<file path="src/hdl/ljpf_pkg.sv">
// Shared types and constants for the Lennard-Jones pair force accumulator.
// No dependencies; every other file but ljpf_mulq imports this package.
package ljpf_pkg;

  localparam int IDX_W = 13;
  localparam int POS_W = 24;
  localparam int FRC_W = 32;
  localparam int SUM_W = 48;
  localparam int CFG_IW = 2;
  localparam int CFG_DW = 32;

  localparam int NUM_PARTICLES_DEF = 8192;
  localparam int QUEUE_DEPTH = 4;

  // command codes
  localparam logic [1:0] CMD_CLEAR = 2'd0;
  localparam logic [1:0] CMD_PAIR  = 2'd1;
  localparam logic [1:0] CMD_READ  = 2'd2;
  localparam logic [1:0] CMD_NOP   = 2'd3;

  // status codes
  localparam logic [1:0] STAT_OK   = 2'd0;
  localparam logic [1:0] STAT_ZERO = 2'd1;
  localparam logic [1:0] STAT_CUT  = 2'd2;
  localparam logic [1:0] STAT_SAT  = 2'd3;

  // register indexes
  localparam logic [CFG_IW-1:0] REG_BOX    = 2'd0;
  localparam logic [CFG_IW-1:0] REG_INVSIG = 2'd1;
  localparam logic [CFG_IW-1:0] REG_CUTOFF = 2'd2;
  localparam logic [CFG_IW-1:0] REG_EPS    = 2'd3;

  localparam logic [23:0] BOX_RST    = 24'd13107200;
  localparam logic [31:0] INVSIG_RST = 32'd10737418;
  localparam logic [31:0] CUTOFF_RST = 32'd1966080;
  localparam logic [23:0] EPS_RST    = 24'd65536;

  typedef struct packed {
    logic [23:0] box_length;
    logic [31:0] inv_sigma_sq;
    logic [31:0] cutoff_r2;
    logic [23:0] bind_energy;
  } ljpf_cfg_t;

  // classified command as it sits in the queue
  typedef struct packed {
    logic [1:0]       cmd;
    logic [IDX_W-1:0] idx_a;
    logic [IDX_W-1:0] idx_b;
    logic             zero;
    logic             neg_x;
    logic             neg_y;
    logic [POS_W-1:0] adx;
    logic [POS_W-1:0] ady;
  } ljpf_item_t;

  typedef enum logic [3:0] {
    BS_INIT,
    BS_IDLE,
    BS_CLR,
    BS_READ,
    BS_READ_W,
    BS_MSTART,
    BS_MWAIT,
    BS_CUT,
    BS_DIV,
    BS_RDA,
    BS_WRA,
    BS_RDB,
    BS_WRB,
    BS_ACC,
    BS_DONE
  } ljpf_bstate_t;

endpackage

</file>
<file path="src/hdl/ljpf_queue.sv">
// Short FIFO between front end and back end.
// Uses ljpf_pkg for the entry type.
module ljpf_queue import ljpf_pkg::*; #(
  parameter int DEPTH = QUEUE_DEPTH
) (
  input  logic       clk,
  input  logic       rst,
  input  logic       push_valid,
  output logic       push_ready,
  input  ljpf_item_t push_item,
  output logic       pop_valid,
  input  logic       pop_ready,
  output ljpf_item_t pop_item
);

  localparam int PW = $clog2(DEPTH);

  ljpf_item_t     slots [DEPTH];
  logic [PW-1:0]  wr_ptr, rd_ptr;
  logic [PW:0]    count;
  logic           do_push, do_pop;

  assign push_ready = (count != (PW+1)'(DEPTH));
  assign pop_valid  = (count != '0);
  assign pop_item   = slots[rd_ptr];
  assign do_push    = push_valid && push_ready;
  assign do_pop     = pop_valid && pop_ready;

  always_ff @(posedge clk) begin
    if (do_push) begin
      slots[wr_ptr] <= push_item;
    end
  end

  always_ff @(posedge clk) begin
    if (rst) begin
      wr_ptr <= '0;
      rd_ptr <= '0;
      count  <= '0;
    end else begin
      if (do_push) begin
        wr_ptr <= (wr_ptr == PW'(DEPTH-1)) ? '0 : wr_ptr + 1'b1;
      end
      if (do_pop) begin
        rd_ptr <= (rd_ptr == PW'(DEPTH-1)) ? '0 : rd_ptr + 1'b1;
      end
      if (do_push && !do_pop) begin
        count <= count + 1'b1;
      end else if (do_pop && !do_push) begin
        count <= count - 1'b1;
      end
    end
  end

endmodule

</file>
<file path="config.mk">
export PLATFORM = sky130hd
export DESIGN_NAME = ljpf_queue
export DESIGN_NICKNAME = d
export VERILOG_FILES = /design/src/hdl/ljpf_pkg.sv /design/src/hdl/ljpf_queue.sv
export SDC_FILE = /design/constraint.sdc
export NUM_CORES = 1
export LEC_CHECK = 0
export BUFFER_PORTS_ARGS = -buffer_cell sky130_fd_sc_hd__buf_2
export CORE_ASPECT_RATIO = 0.9
export CORE_MARGIN = 3
export CORE_UTILIZATION = 35
export CTS_CLUSTER_DIAMETER = 200
export DETAILED_ROUTE_END_ITERATION = 10
export HOLD_SLACK_MARGIN = 0.15
export PLACE_DENSITY = 0.62
export SYNTH_ARGS = -nofsm -noshare
export SYNTH_HDL_FRONTEND = slang
export SYNTH_SLANG_ARGS = --single-unit
</file>
<file path="constraint.sdc">
create_clock -name clk -period 6.8 [get_ports clk]
set_input_delay 0.34 -clock clk [delete_from_list [all_inputs] [get_ports clk]]
set_output_delay 0.34 -clock clk [all_outputs]
set_load 0.02 [all_outputs]
</file>
### After elaboration in Yosys (flattened, before gate mapping)

Memories as Yosys holds them, arrays and structs flattened. A register that Yosys moved wholly into a read port is not among the register bits.
Index checks and enable logic that the tools add are counted.

| word-level totals | value |
|---|---|
| bits in registers | 7 |
| bits in writable memories | 316 |
| input port bits | 83 |
| logic and storage cells | 27 |
| memories kept | 1 |
| output and inout port bits | 81 |

Memory list:

| memory | depth | width | rd ports | clocked after Yosys merged registers in | wr ports | line | source |
|---|---|---|---|---|---|---|---|
| slots | 4 | 79 | 1 | 1 | 1 | ljpf_queue.sv:18 | `ljpf_item_t slots [DEPTH];` |

| operators by class | value |
|---|---|
| eq/ne operators | 3 |
| add/subtract/negate cells | 4 |
| reductions and logical operators | 8 |
| muxes and demuxes | 8 |

Operators by type and width:

| cell | number |
|---|---|
| 2-bit 2-to-1 mux | 4 |
| 3-bit 2-to-1 mux | 2 |
| 2-bit by 1-bit adder with 2-bit output (second input constant) | 2 |
| 2-bit equality test (second input constant) | 2 |
| 1-bit logical AND | 4 |
| 3-bit by 1-bit adder with 3-bit output (second input constant) | 1 |
| 3-bit inequality test (second input constant) | 1 |
| 3-bit nonzero test | 1 |
| 3-bit by 1-bit subtractor with 3-bit output (second input constant) | 1 |
| 1-bit logical NOT | 2 |
| 1-bit 2-to-1 mux | 2 |
| 2-bit nonzero test | 1 |

### Logic depth before layout (Yosys ltp)

Gate-level depths: netlist (run 1).

| logic depth | value |
|---|---|
| word-level depth | 6 |
| mapped depth | 9 |

### Least setup slack after synthesis (run 1)

Ideal clock, no wire load.

| timing | value |
|---|---|
| kind | flip-flop to flip-flop |
| start point | reg count[0] |
| end point | reg count[2] |
| setup time | 70 ps |
| stages on the path, launching flop included | 10 |
| data arrival time | 2170 ps |
| clock period less this slack | 2240 ps |
| setup slack | 4560 ps |
| cells stage by stage | dfxtp_1 > or3b_1 > clkbuf_2 > and2_4 > ha_1 > inv_1 > fa_1 > xor2_1 > or3_2 > a21oi_1 |

| on the way | value |
|---|---|
| longest elaborated chain between the ends | 5 |
| elaborated cells between the ends (all ways) | 13 |

RTL lines:

| what | line | source |
|---|---|---|
| from (decl) | ljpf_queue.sv:20 | `logic [PW:0] count;` |
| from (signal assigned) | ljpf_queue.sv:48 | `count <= count + 1'b1;` |
| from (signal assigned) | ljpf_queue.sv:50 | `count <= count - 1'b1;` |
| 3-bit inequality test (*) | ljpf_queue.sv:23 | `assign push_ready = (count != (PW+1)'(DEPTH));` |
| via push_ready | ljpf_queue.sv:9 | `output logic push_ready,` |
| 1-bit logical AND (*) | ljpf_queue.sv:26 | `assign do_push = push_valid && push_ready;` |
| via do_push | ljpf_queue.sv:21 | `logic do_push, do_pop;` |
| 1-bit logical NOT | ljpf_queue.sv:49 | `end else if (do_pop && !do_push) begin` |
| 1-bit logical AND | ljpf_queue.sv:49 |  |
| 2-bit nonzero test (no source line) | - |  |

The timed path passes the listed nets; every way through them passes the cells marked *. The select of a mux whose other input is x is not followed.
A chain may end at the register's enable or synchronous reset.

==> impl_summary.log, run 1 <==
[metrics] run status: completed
[metrics] share of final-layout standard cells stronger than drive strength 1: 40.4%
[metrics] unrepaired setup endpoints after global routing: false
[metrics] critical setup path kind: reg2out
[metrics] commonest non-fill, non-tap cell in the layout: edfxtp_1
[metrics] flops & latches, synth: 325
[metrics] maximum buffer depth of the clock tree: 3
[metrics] post-detail-place hpwl: 14.0 mm
[metrics] CORE AREA: 0.0332 mm2
[metrics] portion of the post-synthesis area used by sequential elements: 81.6%
[metrics] Die Area: 0.0361 mm2
[metrics] number of cells traversed by the worst hold path: 4
[metrics] post-CTS setup repair buffer count: 0
[metrics] Top-Level Pins: 164
[metrics] Gates resized, CTS repair: 0
[metrics] post-route clock skew: 11.9 ps
[metrics] critical path data required time: 6460 ps
[metrics] Warnings, synthesis: 0
[metrics] Initial DRC Count: 242
[metrics] Comb power frac: 20.9%
[metrics] maximum net fanout on the critical path: 41
[metrics] number of cells in the finished layout apart from fillers: 1,205
[metrics] Clock Pin Slew Worst Setup and Hold Paths: 60 ps
[metrics] clock share of power: 32.0%
[metrics] final antenna-violating net count: 0
[metrics] std cell rows: 63
[metrics] number of nets in the finished design: 817
[metrics] Mapped Area: 0.0119 mm2
[metrics] antenna diode instance count: 0
[metrics] wire length per cell after detailed routing: 19.3 um
[metrics] overall overflow remaining after global route: 0
[metrics] Crit path arrival time: 3010 ps
[metrics] source of the worst register-to-register timing path: count[0]
[metrics] Fmax: 298 MHz
[metrics] root buffer cell: clkbuf_16
[metrics] slew at the pin closest to its max-slew limit: 885 ps
[metrics] r2r worst-path depth: 3
[metrics] final hold violations: 0
[metrics] horizontal extent of the die: 200 um
[metrics] final number of setup-violating endpoints: 0
[metrics] routability congestion estimate: 0.654
[metrics] switching part of the total power: 27.0%
[metrics] multiplexer fraction of the synthesized cell area: 15.3%
[metrics] number of design rule violations left after detail routing: 0
[metrics] critical path launch point type: flop
[metrics] Hold Path Class: in2reg
[metrics] Static Leak: 5.06 nW
[metrics] CTS tree: built
[metrics] worst supply voltage drop on vdd: 230 uV
[metrics] detailed-route via count: 5,658
[metrics] clock insertion delay at the later pin of the skew report: 500 ps
[metrics] via count of the first global-routing pass: 6,291
[metrics] Non-Filler Cell Area, Final: 0.0151 mm2
[metrics] fraction of synthesized cell area in xor and xnor cells: 0.148%
[metrics] area growth from synthesis to layout: 27.0%
[metrics] final period demand of the worst path: 3350 ps
[metrics] Post-CTS Hold Buffers: 81
[metrics] setup TNS after final layout: 0 ps
[metrics] Num Clock Sinks: 325
[metrics] ratio of total power to cell area: 359 mW/mm2
[metrics] total routed wirelength: 23.3 mm
[metrics] count of final max-slew check failures: 0
[metrics] Global Route Usage Sum: 13.0%
[metrics] switching power: 1.46 mW
[metrics] internal cell power: 3.95 mW
[metrics] Slew HR: 41.0%
[metrics] Buffers on Ports: 163
[metrics] Die Span Y: 181 um
[metrics] wire length of the first global-routing pass: 36.0 mm
[metrics] H-tree Lvls: 2
[metrics] Initial Utilization: 35.7%
[metrics] largest net degree at the start of global routing: 44
[metrics] startpoint of the tightest hold check path: pop_ready
[metrics] adder and majority gate portion of the synthesized area: 0.802%
[metrics] cell count after placement: 1,065
[metrics] crit share post-route: 49.3%
[metrics] Flop pwr share: 47.0%
[metrics] combinational family with the most area after synthesis: multiplexers
[metrics] clock buffer count from CTS: 34
[metrics] number of detailed-route iterations in the first pass: 5
[metrics] share of synthesized cell area in and, or, nand and nor gates: 0.897%
[metrics] post-synthesis cell count: 461
[metrics] antenna violations before repair: 0
[metrics] cell area after placement: 0.0132 mm2
[metrics] post-detailed-route via-to-cell ratio: 4.70
[metrics] number of distinct standard cells referenced by the synthesized netlist: 26
[metrics] critical path endpoint category: primary output
[metrics] reg-to-reg endpoint: slots[2][59]
[metrics] Post-Synthesis Mean Instance Area: 25.7 um2
[metrics] top library cells by usage in the layout, fill and taps aside: edfxtp_1 (316), buf_2 (163), dlygate4sd3_1 (81), mux4_2 (79), clkbuf_16 (37)
[metrics] r2r setup slk: 4310 ps
[metrics] complex-gate fraction of the synthesized area: 0.296%
[metrics] Max Cap Violations: 0
[metrics] net count of the mapped netlist: 551
## registers in the layout, indices dropped and copies added (netlist names), named ones only
signal	cells
rd_ptr	2
wr_ptr	2
count	3
slots	316
## cell usage after synthesis
master,number,area [um2]
nor2_1,3,11.3
ha_1,6,75.1
inv_1,3,11.3
xor2_1,2,17.5
a21oi_1,2,10.0
o21ai_0,1,5.00
clkbuf_2,1,5.00
buf_6,3,33.8
o31ai_2,1,12.5
nor3_1,1,5.00
clkbuf_1,7,26.3
nand2_1,1,3.75
fa_1,1,20.0
dfxtp_1,9,180
mux2i_1,3,30.0
or3b_1,1,8.76
nand3_1,1,5.00
or3_1,1,6.26
and3_2,4,30.0
edfxtp_1,316,9490
o31ai_1,1,7.51
or3_2,2,15.0
buf_2,9,45.0
and2_4,1,8.76
mux4_2,79,1780
nand2b_1,2,12.5
## stage by stage
stage	util (%)	total power, mW	hold WS (ps)	setup WS (ps)
after detailed placement	39.8	3.72	480	3800
after global routing	45.4	5.67	257	3100
after floorplan	-	3.33	439	4560
after global placement	39.8	3.67	459	3830
after CTS	45.4	5.51	220	3230
final	45.4	5.41	259	3450
## critical path, stage by stage (launching register included)
cell and delay [ps]:
dfxtp_4 910, buf_4 730, mux4_2 620, buf_2 180
## per-layer routing
| metal | up-vias | GRT usage [%] | wire, um | part of all wire [%] |
|---|---|---|---|---|
| met3 | 38 | 3.14 | 1250 | 5.4 |
| li1 | 2512 | - | - | - |
| met2 | 153 | 22.2 | 12000 | 52 |
| met4 | 0 | 3.63 | 492 | 2.1 |
| met1 | 2955 | 16.5 | 9520 | 41 |
| met5 | - | 0 | 0 | 0 |
## final cells by class
cell class,instances,area (um2)
fillers,2802,18100
flip-flops and latches,325,9680
multi-input cells,113,2080
repair buffers,250,1670
clock buffers,45,956
well taps,455,569
clock inverters,14,93.8
inverters,3,11.3
## power by group through the flow
stage               combinational (mW)  sequential, mW  clock [mW]
floorplan                        0.817            2.51           0
CTS                               1.17            2.55        1.79
detailed placement                1.13            2.59           0
global placement                  1.10            2.57           0
global route                      1.21            2.57        1.89
finish                            1.13            2.54        1.73
## how the worst max path moves through the flow
stage	start	endpoint	slack, ps	depth (start not counted)
global route	flop	pop_item[57]	3100	3
global placement	flop	pop_item[56]	3830	3
finish	flop	pop_item[57]	3450	3
floorplan	count[0]	count[2]	4560	9
CTS	flop	pop_item[56]	3230	3
detailed placement	flop	pop_item[56]	3800	3
## cells by family (layout without fill, tap and decap cells)
logic type                 count (synthesis)  after routing
AOI/OAI and AO/OA                          5              5
and+or+nand+nor                           17             17
adders and majority gates                  7              7
xor gates and xnor gates                   2              2
buffers and inverters                     23            312
muxes                                     82             82
DFF                                      325            325
Power figures use the tool's default switching activity.
==> run 2, diff against run 1 <==
--- a/config.mk
+++ b/config.mk
@@ -5,6 +5,7 @@
 export SDC_FILE = /design/constraint.sdc
 export NUM_CORES = 1
 export LEC_CHECK = 0
+export ABC_AREA = 1
 export BUFFER_PORTS_ARGS = -buffer_cell sky130_fd_sc_hd__buf_2
 export CORE_ASPECT_RATIO = 0.9
 export CORE_MARGIN = 3
==> constraint.sdc (replaced) <==
create_clock -name clk -period 3.3 [get_ports clk]
set_input_delay 0.165 -clock clk [delete_from_list [all_inputs] [get_ports clk]]
set_output_delay 0.165 -clock clk [all_outputs]
set_load 0.02 [all_outputs]
==> impl_summary.log, run 2 <==
[metrics] Global Route Usage Sum: 15.0%
[metrics] maximum net fanout on the critical path: 79
[metrics] Static Leak: 5.43 nW
[metrics] final number of setup-violating endpoints: 0
[metrics] clock buffer count from CTS: 36
[metrics] r2r worst-path depth: 5
[metrics] switching power: 4.32 mW
[metrics] clock share of power: 29.8%
[metrics] Num Clock Sinks: 325
[metrics] run status: completed
[metrics] cell area after placement: 0.0135 mm2
[metrics] critical path data required time: 3130 ps
[metrics] detailed-route via count: 7,624
[metrics] worst hold endpoint: count[0]
[metrics] net count of the mapped netlist: 922
[metrics] Initial Utilization: 35.6%
[metrics] number of detailed-route iterations in the first pass: 4
[metrics] overall overflow remaining after global route: 0
[metrics] Max Cap Violations: 0
[metrics] area growth from synthesis to layout: 26.8%
[metrics] wire length of the first global-routing pass: 43.7 mm
[metrics] reg-to-reg endpoint: slots[3][39]
[metrics] final period demand of the worst path: 2540 ps
[metrics] Top-Level Pins: 164
[metrics] share of final-layout standard cells stronger than drive strength 1: 21.1%
[metrics] via count of the first global-routing pass: 7,645
[metrics] number of design rule violations left after detail routing: 0
[metrics] share of the synthesized area in the top cell type: 77.9%
[metrics] asr flop ratio synth: 0%
[metrics] fill count: 3,066
[metrics] Non-Filler Cell Area, Final: 0.0155 mm2
[metrics] area occupied by multi-input gates: 0.00217 mm2
[metrics] Fmax: 394 MHz
[metrics] Gates resized, CTS repair: 0
[metrics] critical path endpoint category: primary output
[metrics] number of nets in the finished design: 1,169
[metrics] slew at the pin closest to its max-slew limit: 968 ps
[metrics] Mapped Area: 0.0122 mm2
[metrics] internal cell power: 8.44 mW
[metrics] std cell rows: 64
[metrics] portion of the post-synthesis area used by sequential elements: 79.3%
[metrics] Flop pwr share: 40.3%
[metrics] CTS tree: built
[metrics] number of cells traversed by the worst hold path: 3
[metrics] Reg with most FFs: slots
[metrics] core utilization of the finished layout: 45.2%
[metrics] critical path launch point type: flop
[metrics] post-CTS setup repair buffer count: 0
[metrics] final hold violations: 0
[metrics] startpoint of the tightest hold check path: rst
[metrics] clock insertion delay at the later pin of the skew report: 520 ps
[metrics] Top FF cell, synth: edfxtp_1
[metrics] maximum buffer depth of the clock tree: 3
[metrics] cell taking the most area after synthesis: edfxtp_1
[metrics] post-synthesis cell count: 832
[metrics] post-detailed-route via-to-cell ratio: 4.86
[metrics] count of final max-slew check failures: 0
[metrics] number of distinct standard cells referenced by the synthesized netlist: 22
[metrics] CORE AREA: 0.0342 mm2
[metrics] Post-CTS Hold Buffers: 82
[metrics] unrepaired setup endpoints after global routing: false
[metrics] root buffer cell: clkbuf_16
[metrics] r2r setup slk: 1130 ps
[metrics] top library cells by usage in the layout, fill and taps aside: edfxtp_1 (316), nor2_1 (169), buf_2 (163), o21ai_0 (118), dlygate4sd3_1 (82)
[metrics] post-route clock skew: 15.7 ps
[metrics] antenna violations before repair: 2
[metrics] leading registers by flop count: slots (316), count (3)
[metrics] sequential standard cell area: 0.00967 mm2
[metrics] Crit path arrival time: 2370 ps
[metrics] Comb power frac: 29.9%
[metrics] largest net degree at the start of global routing: 159
[metrics] Post-synth EDFFs: 316
[metrics] ratio of total power to cell area: 826 mW/mm2
[metrics] critical setup path kind: reg2out
[metrics] Buffers on Ports: 163
[metrics] flops & latches, synth: 325
[metrics] max FFs per register: 316
[metrics] Die Area: 0.0371 mm2
[metrics] H-tree Lvls: 2
[metrics] routability congestion estimate: 0.772
[metrics] commonest non-fill, non-tap cell in the layout: edfxtp_1
[metrics] wire length per cell after detailed routing: 17.9 um
[metrics] crit share post-route: 76.9%
[metrics] Warnings, synthesis: 0
[metrics] leading cell types by total area after synthesis: edfxtp_1 (78%), nor2_1 (5.3%), o21ai_0 (4.8%), o22ai_1 (4.1%), o21ai_1 (1.7%)
[metrics] Clock Pin Slew Worst Setup and Hold Paths: 60 ps
[metrics] source of the worst register-to-register timing path: count[0]
[metrics] final antenna-violating net count: 0
[metrics] switching part of the total power: 33.9%
[metrics] Initial DRC Count: 501
[metrics] post-detail-place hpwl: 15.0 mm
[metrics] Die Span Y: 183 um
[metrics] Hold Path Class: in2reg
[metrics] cell types with the highest counts after synthesis: edfxtp_1 (316), nor2_1 (173), o21ai_0 (118)
[metrics] worst supply voltage drop on vdd: 480 uV
[metrics] total routed wirelength: 28.1 mm
[metrics] Post-Synthesis Mean Instance Area: 14.6 um2
[metrics] horizontal extent of the die: 203 um
[metrics] Slew HR: 35.5%
[metrics] count leader, synth: edfxtp_1
-- run 2: cell count changes after synthesis, moves of 13 or more --
cell	delta
o21ai_0	+117
mux4_2	-79
o21ai_1	+41
clkbuf_1	+13
nand2_1	+13
o22ai_1	+79
nor2_1	+170
-- run 2: logic make-up after synthesis --
group	after synthesis	share of synthesized area, %
flops	325	79.3
compound gates	241	10.7
simple gates	192	6.02
buf+inv	66	3.09
fa+ha+maj	7	0.780
xor+xnor	1	0.0719
-- run 2: power groups by stage --
stage	registers [mW]	clock network (mW)	logic (mW)
final	5.15	3.81	3.81
after global routing	5.18	4.11	4.19
after CTS	5.15	3.92	3.88
after detailed placement	5.23	0	3.79
after global placement	5.22	0	3.73
after floorplan	5.23	0	2.47
-- run 2: final cells by class --
cell class | instances | area share, %
sequential | 325 | 62.6
multi-input combinational | 441 | 14.1
timing repair buffer | 259 | 11.8
clock buffer | 50 | 6.45
tap | 462 | 3.74
clock inverter | 14 | 0.866
inverter | 16 | 0.405
antenna | 2 | 0.0324
-- run 2: routing by layer --
metal	part of all wire [%]	wire length, um	global-route usage (%)	up-vias
li1	-	-	-	3619
met1	45	12800	20.7	3742
met2	46	12900	24.0	217
met3	6.5	1830	3.51	44
met4	1.9	542	4.02	2
met5	0.046	13	0	-
-- run 2: worst max-delay path, cell delays in order (launching register included) --
cell	delay, ps
dfxtp_2	330
buf_4	730
o21ai_0	200
o22ai_1	340
buf_2	230
-- run 2: through the flow --
| step | cells | setup TNS (ps) | setup slack (ps) | hold slack, ps | power (mW) |
|---|---|---|---|---|---|
| after floorplan | 832 | -31710 | -100 | 237 | 7.70 |
| after global placement | 1421 | 0 | 1170 | 342 | 8.95 |
| after global routing | 1568 | 0 | 606 | 362 | 13.5 |
| after CTS | 1567 | 0 | 733 | 351 | 12.9 |
| after detailed placement | 1421 | 0 | 1110 | 347 | 9.02 |
| final | 1569 | 0 | 762 | 371 | 12.8 |
-- run 2: worst max-delay path by stage --
| stage | endpoint |
|---|---|
| detailed placement | slots[3][46] |
| floorplan | slots[0][0] |
| global route | pop_item[76] |
| finish | pop_item[76] |
| CTS | pop_item[76] |
| global placement | slots[3][36] |
